### src/sv/ewts_pkg.sv
// Shared types and codes for the e-paper waveform temperature selector.
// Holds the band entry layout, state, status, opcode and register codes.
// Used by ewts_mod_unit and epd_waveform_temperature_selector.
package ewts_pkg;

    // One band entry of a temperature table.
    typedef struct packed {
        logic signed [7:0] min_t;
        logic signed [7:0] max_t;
        logic [15:0]       frames;
        logic [23:0]       offset;
    } t_band;

    // Sequencer states, one-hot.
    typedef enum logic [3:0] {
        S_IDLE = 4'b0001,
        S_MOD  = 4'b0010,
        S_SCAN = 4'b0100,
        S_DONE = 4'b1000
    } t_state;

    // Result status codes.
    typedef enum logic [1:0] {
        ST_MATCH    = 2'd0,
        ST_FALLBACK = 2'd1,
        ST_INVALID  = 2'd2,
        ST_WRITE    = 2'd3
    } t_status;

    // Configuration register indexes.
    typedef enum logic [1:0] {
        CFG_TABLE_VALID   = 2'd0,
        CFG_FULL_COUNT    = 2'd1,
        CFG_PARTIAL_COUNT = 2'd2,
        CFG_PERIOD        = 2'd3
    } t_cfg_idx;

    // Input opcodes.
    localparam logic OP_SELECT = 1'b0;
    localparam logic OP_WRITE  = 1'b1;

    // Reset value of the full refresh period.
    localparam logic [7:0] DEFAULT_PERIOD = 8'd10;

    // Status returned by the remainder unit.
    typedef struct packed {
        logic done;
        logic rem_zero;
    } t_mod_stat;

endpackage

### src/sv/ewts_mod_unit.sv
// Bit-serial remainder unit: tells whether an 8-bit counter is a multiple of the period.
// Restoring division, one dividend bit per cycle.
// Depends on ewts_pkg.
module ewts_mod_unit (
    input  logic                  i_clk,
    input  logic                  i_rst_n,
    input  logic                  i_start,
    input  logic [7:0]            i_dividend,
    input  logic [7:0]            i_divisor,
    output ewts_pkg::t_mod_stat   o_stat
);
    import ewts_pkg::*;

    logic       r_busy;
    logic       r_done;
    logic [2:0] r_step;
    logic [7:0] r_rem;
    logic [7:0] r_dvd;
    logic [7:0] r_div;

    logic [8:0] trial;
    logic [8:0] diff;
    logic       ge;

    // One trial subtraction per cycle.
    assign trial = {r_rem, r_dvd[7]};
    assign diff  = trial - {1'b0, r_div};
    assign ge    = trial >= {1'b0, r_div};

    // Control: busy for eight steps, then a one-cycle done pulse.
    always_ff @(posedge i_clk) begin
        if (!i_rst_n) begin
            r_busy <= 1'b0;
            r_done <= 1'b0;
            r_step <= '0;
        end else if (i_start) begin
            r_busy <= 1'b1;
            r_done <= 1'b0;
            r_step <= '0;
        end else if (r_busy) begin
            r_step <= r_step + 3'd1;
            if (r_step == 3'd7) begin
                r_busy <= 1'b0;
                r_done <= 1'b1;
            end
        end else begin
            r_done <= 1'b0;
        end
    end

    // Datapath: partial remainder and dividend shift register.
    always_ff @(posedge i_clk) begin
        if (i_start) begin
            r_rem <= '0;
            r_dvd <= i_dividend;
            r_div <= i_divisor;
        end else if (r_busy) begin
            r_rem <= ge ? diff[7:0] : trial[7:0];
            r_dvd <= {r_dvd[6:0], 1'b0};
        end
    end

    assign o_stat.done     = r_done;
    assign o_stat.rem_zero = (r_rem == 8'd0);

endmodule

### src/sv/epd_waveform_temperature_selector.sv
// Top level of the e-paper waveform temperature selector.
// Holds the band memory, the configuration registers and the select sequencer.
// Depends on ewts_pkg and ewts_mod_unit.
//
//  channel   direction  handshake                  word
//  input     in         i_valid / o_ready          opcode, temperature, band fields
//  result    out        o_valid / i_ready          wave_frames, wave_offset, used_full_table,
//                                                  status
//  config    in         i_cfg_valid / o_cfg_ready  register index and data
//
// A write word, or a select while the tables are invalid, goes straight to the done
// state and reaches the output register from there; the sequencer then returns to idle.
// A valid select first runs the bit-serial remainder unit that picks the table, then
// reads one band per cycle; the scan stops at the first matching band.
// Its result then passes through the done state to the output register.
// o_ready is high only while the sequencer is idle and out of reset; the result register
// lets a new word be accepted while the previous result still waits for i_ready, and a
// finished word waits in its done state while the output register is full.
// Synchronous reset clears the counter, handshake and config registers (period to 10).
module epd_waveform_temperature_selector #(
    parameter int MAX_BANDS = 16
) (
    input  logic               i_clk,
    input  logic               i_rst_n,
    // Input channel
    input  logic               i_valid,
    output logic               o_ready,
    input  logic               i_opcode,
    input  logic signed [7:0]  i_temperature,
    input  logic               i_table_select,
    input  logic [3:0]         i_band_index,
    input  logic signed [7:0]  i_band_min_temp,
    input  logic signed [7:0]  i_band_max_temp,
    input  logic [15:0]        i_band_frames,
    input  logic [23:0]        i_band_offset,
    // Result channel
    output logic               o_valid,
    input  logic               i_ready,
    output logic [15:0]        o_wave_frames,
    output logic [23:0]        o_wave_offset,
    output logic               o_used_full_table,
    output logic [1:0]         o_status,
    // Configuration channel
    input  logic               i_cfg_valid,
    output logic               o_cfg_ready,
    input  logic [1:0]         i_cfg_index,
    input  logic [7:0]         i_cfg_data
);
    import ewts_pkg::*;

    localparam int DEPTH = 2 * MAX_BANDS;
    localparam int AW    = $clog2(DEPTH);
    localparam int CW    = $clog2(MAX_BANDS + 1);

    // Configuration registers.
    logic       r_table_valid;
    logic [4:0] r_full_cnt;
    logic [4:0] r_part_cnt;
    logic [7:0] r_period;

    // Sequencer and select state.
    t_state            r_state;
    t_state            n_state;
    logic [7:0]        r_refresh_cnt;
    logic signed [7:0] r_temp;
    logic              r_use_full;
    logic [CW-1:0]     r_count;
    logic [CW-1:0]     r_iss;
    logic [CW-1:0]     r_rd_num;
    logic              r_rd_vld;
    t_band             r_rd_data;
    t_band             r_b0;

    // Pending result.
    logic [15:0] r_res_frames;
    logic [23:0] r_res_offset;
    logic        r_res_full;
    t_status     r_res_status;

    // Output register.
    logic        r_ovalid;
    logic [15:0] r_o_frames;
    logic [23:0] r_o_offset;
    logic        r_o_full;
    logic [1:0]  r_o_status;

    // Band memory: full table in the lower half, partial table in the upper half.
    t_band mem [0:DEPTH-1];

    logic          in_acc;
    logic          cfg_acc;
    logic          wr_en;
    logic [AW-1:0] wr_addr;
    logic [AW-1:0] rd_addr;
    logic          mod_start;
    t_mod_stat     mod_stat;
    logic [7:0]    eff_period;
    logic [4:0]    sel_cnt;
    logic [CW-1:0] sat_cnt;
    logic          hit;
    logic          last;
    logic          scan_end;
    logic          out_free;
    t_band         wr_band;

    assign o_ready     = i_rst_n && (r_state == S_IDLE);
    assign o_cfg_ready = i_rst_n && (r_state == S_IDLE);
    assign in_acc      = i_valid && o_ready;
    assign cfg_acc     = i_cfg_valid && o_cfg_ready;
    assign out_free    = !r_ovalid || i_ready;

    // Band write path.
    assign wr_en         = in_acc && (i_opcode == OP_WRITE) && (int'(i_band_index) < MAX_BANDS);
    assign wr_addr       = AW'(i_table_select ? MAX_BANDS : 0) + AW'(i_band_index);
    assign wr_band.min_t  = i_band_min_temp;
    assign wr_band.max_t  = i_band_max_temp;
    assign wr_band.frames = i_band_frames;
    assign wr_band.offset = i_band_offset;

    always_ff @(posedge i_clk) begin
        if (wr_en) begin
            mem[wr_addr] <= wr_band;
        end
    end

    // Scan read path: the band issued last cycle is in r_rd_data.
    assign rd_addr = AW'(r_use_full ? 0 : MAX_BANDS) + AW'(r_iss);

    always_ff @(posedge i_clk) begin
        r_rd_data <= mem[rd_addr];
    end

    // Table choice: the remainder unit checks counter mod period.
    assign eff_period = (r_period == 8'd0) ? 8'd1 : r_period;
    assign mod_start  = in_acc && (i_opcode == OP_SELECT) && r_table_valid;

    ewts_mod_unit u_mod (
        .i_clk      (i_clk),
        .i_rst_n    (i_rst_n),
        .i_start    (mod_start),
        .i_dividend (r_refresh_cnt),
        .i_divisor  (eff_period),
        .o_stat     (mod_stat)
    );

    // Band count of the chosen table, saturated to the table size.
    assign sel_cnt = mod_stat.rem_zero ? r_full_cnt : r_part_cnt;
    assign sat_cnt = (int'(sel_cnt) > MAX_BANDS) ? CW'(MAX_BANDS) : CW'(sel_cnt);

    // Band compare on the word just read.
    assign hit = (r_rd_num < r_count) && (r_temp >= r_rd_data.min_t)
                 && (r_temp < r_rd_data.max_t);
    assign last     = (r_rd_num + CW'(1)) >= r_count;
    assign scan_end = r_rd_vld && (hit || last);

    // Next state.
    always_comb begin
        n_state = r_state;
        unique case (r_state)
            S_IDLE: begin
                if (in_acc) begin
                    n_state = mod_start ? S_MOD : S_DONE;
                end
            end
            S_MOD: begin
                if (mod_stat.done) begin
                    n_state = S_SCAN;
                end
            end
            S_SCAN: begin
                if (scan_end) begin
                    n_state = S_DONE;
                end
            end
            S_DONE: begin
                if (out_free) begin
                    n_state = S_IDLE;
                end
            end
            default: n_state = S_IDLE;
        endcase
    end

    // Control registers.
    always_ff @(posedge i_clk) begin
        if (!i_rst_n) begin
            r_state       <= S_IDLE;
            r_refresh_cnt <= '0;
            r_rd_vld      <= 1'b0;
            r_ovalid      <= 1'b0;
            r_table_valid <= 1'b0;
            r_full_cnt    <= '0;
            r_part_cnt    <= '0;
            r_period      <= DEFAULT_PERIOD;
        end else begin
            r_state  <= n_state;
            r_rd_vld <= (r_state == S_SCAN) && !scan_end;

            // Counter: cleared by a full refresh, then advanced.
            if (r_state == S_MOD && mod_stat.done) begin
                r_refresh_cnt <= mod_stat.rem_zero ? 8'd1 : r_refresh_cnt + 8'd1;
            end

            // Result register handshake.
            if (r_state == S_DONE && out_free) begin
                r_ovalid <= 1'b1;
            end else if (i_ready) begin
                r_ovalid <= 1'b0;
            end

            // Configuration writes.
            if (cfg_acc) begin
                unique case (t_cfg_idx'(i_cfg_index))
                    CFG_TABLE_VALID:   r_table_valid <= i_cfg_data[0];
                    CFG_FULL_COUNT:    r_full_cnt    <= i_cfg_data[4:0];
                    CFG_PARTIAL_COUNT: r_part_cnt    <= i_cfg_data[4:0];
                    CFG_PERIOD:        r_period      <= i_cfg_data;
                    default:           ;
                endcase
            end
        end
    end

    // Select datapath and pending result.
    always_ff @(posedge i_clk) begin
        if (in_acc) begin
            r_temp <= i_temperature;
            r_res_frames <= '0;
            r_res_offset <= '0;
            r_res_full   <= 1'b0;
            r_res_status <= (i_opcode == OP_WRITE) ? ST_WRITE : ST_INVALID;
        end

        if (r_state == S_MOD && mod_stat.done) begin
            r_use_full <= mod_stat.rem_zero;
            r_count    <= sat_cnt;
            r_iss      <= '0;
        end else if (r_state == S_SCAN) begin
            r_iss <= r_iss + CW'(1);
        end
        r_rd_num <= r_iss;

        // Keep band 0 for the fallback answer.
        if (r_rd_vld && r_rd_num == '0) begin
            r_b0 <= r_rd_data;
        end

        if (r_state == S_SCAN && scan_end) begin
            r_res_full <= r_use_full;
            if (hit) begin
                r_res_frames <= r_rd_data.frames;
                r_res_offset <= r_rd_data.offset;
                r_res_status <= ST_MATCH;
            end else if (r_rd_num == '0) begin
                r_res_frames <= r_rd_data.frames;
                r_res_offset <= r_rd_data.offset;
                r_res_status <= ST_FALLBACK;
            end else begin
                r_res_frames <= r_b0.frames;
                r_res_offset <= r_b0.offset;
                r_res_status <= ST_FALLBACK;
            end
        end

        // Load the output register.
        if (r_state == S_DONE && out_free) begin
            r_o_frames <= r_res_frames;
            r_o_offset <= r_res_offset;
            r_o_full   <= r_res_full;
            r_o_status <= r_res_status;
        end
    end

    assign o_valid           = r_ovalid;
    assign o_wave_frames     = r_o_frames;
    assign o_wave_offset     = r_o_offset;
    assign o_used_full_table = r_o_full;
    assign o_status          = r_o_status;

endmodule
### config.mk
export PLATFORM = sky130hd
export DESIGN_NAME = epd_waveform_temperature_selector
export DESIGN_NICKNAME = d
export VERILOG_FILES = /design/src/sv/ewts_pkg.sv /design/src/sv/ewts_mod_unit.sv /design/src/sv/epd_waveform_temperature_selector.sv
export SDC_FILE = /design/constraint.sdc
export NUM_CORES = 2
export LEC_CHECK = 0
export BUFFER_PORTS_ARGS = -buffer_cell sky130_fd_sc_hd__clkbuf_2
export CAP_MARGIN = 20
export CORE_MARGIN = 4
export CORE_UTILIZATION = 25
export CTS_BUF_LIST = sky130_fd_sc_hd__clkbuf_16
export CTS_CLUSTER_DIAMETER = 60
export CTS_CLUSTER_SIZE = 30
export DETAILED_ROUTE_END_ITERATION = 10
export GPL_ROUTABILITY_DRIVEN = 1
export PLACE_DENSITY = 0.4
export SLEW_MARGIN = 20
export SYNTH_ARGS = -nofsm -noshare
export SYNTH_HDL_FRONTEND = slang
export SYNTH_SLANG_ARGS = --single-unit
### constraint.sdc
create_clock -name i_clk -period 5 [get_ports i_clk]
set_input_delay 1 -clock i_clk [delete_from_list [all_inputs] [get_ports i_clk]]
set_output_delay 1 -clock i_clk [all_outputs]
set_load 0.02 [all_outputs]
==> flow_summary.yaml <==
run_status:
  run_status: "completed"
power_and_ir_drop:
  irDropWorstVdd_v: 0.000242
  leakage_nw: 26.8
  power_density_nw_per_um2: 375
min_path:
  hold_path.class: "input port to register"
  worst_hold_path.num_cells: 1
placed_design:
  detailed_place.area_sq_um: 84600
  hpwl_after_dpl_mm: 121
  placedCellCount: 7577
  gp_congestion: 0.723
  port_buffer_cells: 130
timing:
  report.final.hold_viol_count: 0
  tightest_slew_ns: 1.08
  timing.max_slew.rel_slack_pct: 28.2
  fmax_mhz: 283
  finalWorstPathRequiredPeriod_ns: 3.54
  finalCritPeriodShare_pct: 70.7
  clock_skew_ns: 0.0500
  timing.setup.tns_ns: 0
  maxSlewViolCount: 0
  setup_violations: 0
  worst_hold_slack_ns: 0.336
  rsz0062_at_grt: "no"
route:
  viasPerCell: 4.43
  firstDrtPassIters: 5
  routed_wl_mm: 207
  route.vias.total: 34900
  first_iter_violations: 2913
  detail-route-antenna-nets: 0
  wl_per_cell_um: 26.3
  post_route_drc: 0
global_routing:
  global_route_track_usage_on_met2_pct: 20.4
  global_route.peak_usage_layer: "met2"
  global_route_wire_length_before_repair_mm: 293
  global_route.overflow_total: 0
  grtUsageTotal_pct: 12.7
  grt_antenna_before_repair: 33
  globalRouteMet1Util_pct: 18.1
  grt_pass1_vias: 36600
  grt_max_degree: 72
  global_route_track_usage_on_met3_pct: 1.91
critical_path:
  timing.setup.critical_path_class: "register to register"
  kind_of_end_point_of_the_critical_path: "register"
  kind_of_start_point_of_the_critical_path: "register"
  rr_worst_depth: 8
  path_max_fanout: 36
  worst_ep_required_time_ns: 5.45
  critical_path_arrival_ns: 3.98
synth:
  mapped_nets: 3508
  synth_xor_xnor_area_share_pct: 0.191
  postSynthAreaPerCell_sq_um: 23.0
  synth-async-reset-ratio_pct: 0
  yosysWarnings: 0
  synth_compound_area_share_pct: 1.31
  synth_mux_area_share_pct: 17.2
  yosys.area.top_type: "edfxtp_1"
  synth.lib_cells_used.distinct: 60
  synth_enable_flop_cells: 1948
  synth_seq_cells: 2060
  synth_top_family_by_area: "multiplexers"
  synth_cells: 3383
  post-synth-top-area-fraction_pct: 75.0
  post_synth_instance_area_sq_um: 77900
  synth-simple-area-share_pct: 1.57
  synth-adder-area-share_pct: 0.652
  synth_area_leaders: "edfxtp_1 (75%), mux4_2 (16%), dfxtp_1 (2.9%), mux2_2 (0.81%), ha_1 (0.63%)"
  synth-seq-area-share_pct: 77.9
  ys.flop_type: "edfxtp_1"
finish:
  finish.cell_count_without_fillers: 7878
  layout.cells.most_common_list: "edfxtp_1 (1948), mux4_2 (560), clkbuf_16 (166)"
  final_net_count: 3746
  post_route_cells_drive_above_1_share_pct: 31.8
  finish.instance_area_sq_um: 90300
  area_growth_pct: 15.9
  final_common_cell: "edfxtp_1"
die:
  dieArea_sq_um: 321000
  die_height_um: 566
  core-area_sq_um: 310000
  starting_density_of_the_core_pct: 25.2
  die_w_um: 566
  fp-row-count: 204
  pin_count: 131
clocking:
  ctsRootBufferMaster: "clkbuf_16"
  clk_path_buf_depth: 4
  cts.sinks: 2060
  cts_tree: "built"
  clock_slew_at_the_register_clock_pins_of_the_worst_setup_and_hold_paths_ns: 0.09
  cts_inserted_buffers: 162
  post_cts_hold_fix_bufs: 0
  cts_repair_resize_count: 0
  clkLatencyLatePin_ns: 0.85
  cts_post_setup_buffers_inserted: 0
  htree_num_levels: 4
flow_run:
  drv_cap: 0
## metal layers
layer	vias to the layer above	wire [um]
met5	-	38
met4	8	4330
met3	241	9750
met2	698	98000
met1	19100	94800
li1	14800	-
## synthesized netlist by cell type, types with 3 or more instances
library cell  count
edfxtp_1       1948
a21boi_0          6
mux4_2          560
o31a_1            3
o21a_1            9
o21ai_0          63
inv_1            39
buf_1            26
and2_1            4
ha_1             39
clkbuf_1         96
nand3_1          64
a31oi_1           8
and3_1            3
nor3_1            6
a21o_1            4
mux2_2           56
buf_2            46
buf_6             4
nand4_1           8
nand2_1          56
a211oi_1          3
xnor2_1           7
nor4b_1           3
mux2i_1          17
dfxtp_1         112
xor2_1           10
nor2b_1          16
nand3b_1          4
nand2b_1          3
a21oi_1          56
nor4_1            3
nor2_1           65
## critical path, cell delays in order, from the launching register on
cell	delay, ns
dfxtp_1	0.36
nor4b_2	0.30
buf_4	0.20
nand3_1	0.28
inv_1	0.33
nand2_1	0.13
or3_1	0.67
nor2_4	0.23
buf_4	0.56
## flip-flops by register name, summed over array words and instances (netlist names), 2 cells and up
signal and cells:
r_refresh_cnt 8, r_temp 8, mem 1792, r_part_cnt 5, r_rd_num 5, o_wave_offset 24
u_mod.r_dvd 8, r_full_cnt 5, r_rd_data 56, r_b0 40, r_res_offset 24, o_status 2
r_res_status 2, r_iss 5, r_count 5, u_mod.r_div 8, r_state 4, r_res_frames 16
o_wave_frames 16, u_mod.r_rem 8, u_mod.r_step 3, r_period 8
## per-stage QoR
step | total power (W) | util, % | setup WS [ns]
after global placement | 0.0205 | 27.3 | 1.20
after floorplan | 0.0199 | - | -0.0617
after global routing | 0.0352 | 29.2 | 1.36
after detailed placement | 0.0205 | 27.3 | 1.25
final | 0.0339 | 29.2 | 1.46
after CTS | 0.0345 | 29.2 | 1.44
## layout make-up
class	instances	area [sq um]
Clock inverter	123	1480
Fill cell	30000	219000
Antenna cell	12	30.0
Clock buffer	166	4150
Sequential cell	2060	60800
Tap cell	4120	5150
Timing Repair Buffer	248	1970
Inverter	39	146
Multi-Input combinational cell	1110	16600
## power by group
group | switching [W] | internal, W | leakage [nW]
Clock | 0.00693 | 0.00685 | 2.75
Sequential | 0.0000861 | 0.0190 | 18.5
Combinational | 0.000735 | 0.000237 | 5.56
## path summary, 6_finish.rpt
check / from / to / slack (ns)
worst min register to register: r_res_offset[11] / o_wave_offset[11] / 0.42
worst min-delay path: i_temperature[4] / r_temp[4] / 0.34
worst max-delay path: r_state[1] / mem[4][20] / 1.46
worst max register to register: r_state[1] / mem[4][20] / 1.46
## cells by family after synthesis
kind of cell	after synthesis
adder cells (fa/ha/maj)	40
AND/OR/NAND/NOR	249
multiplexers	633
flip-flops	2060
buffers and inverters	213
XOR/XNOR	17
AO/OA/AOI/OAI	171
Power figures use the tool's default switching activity.
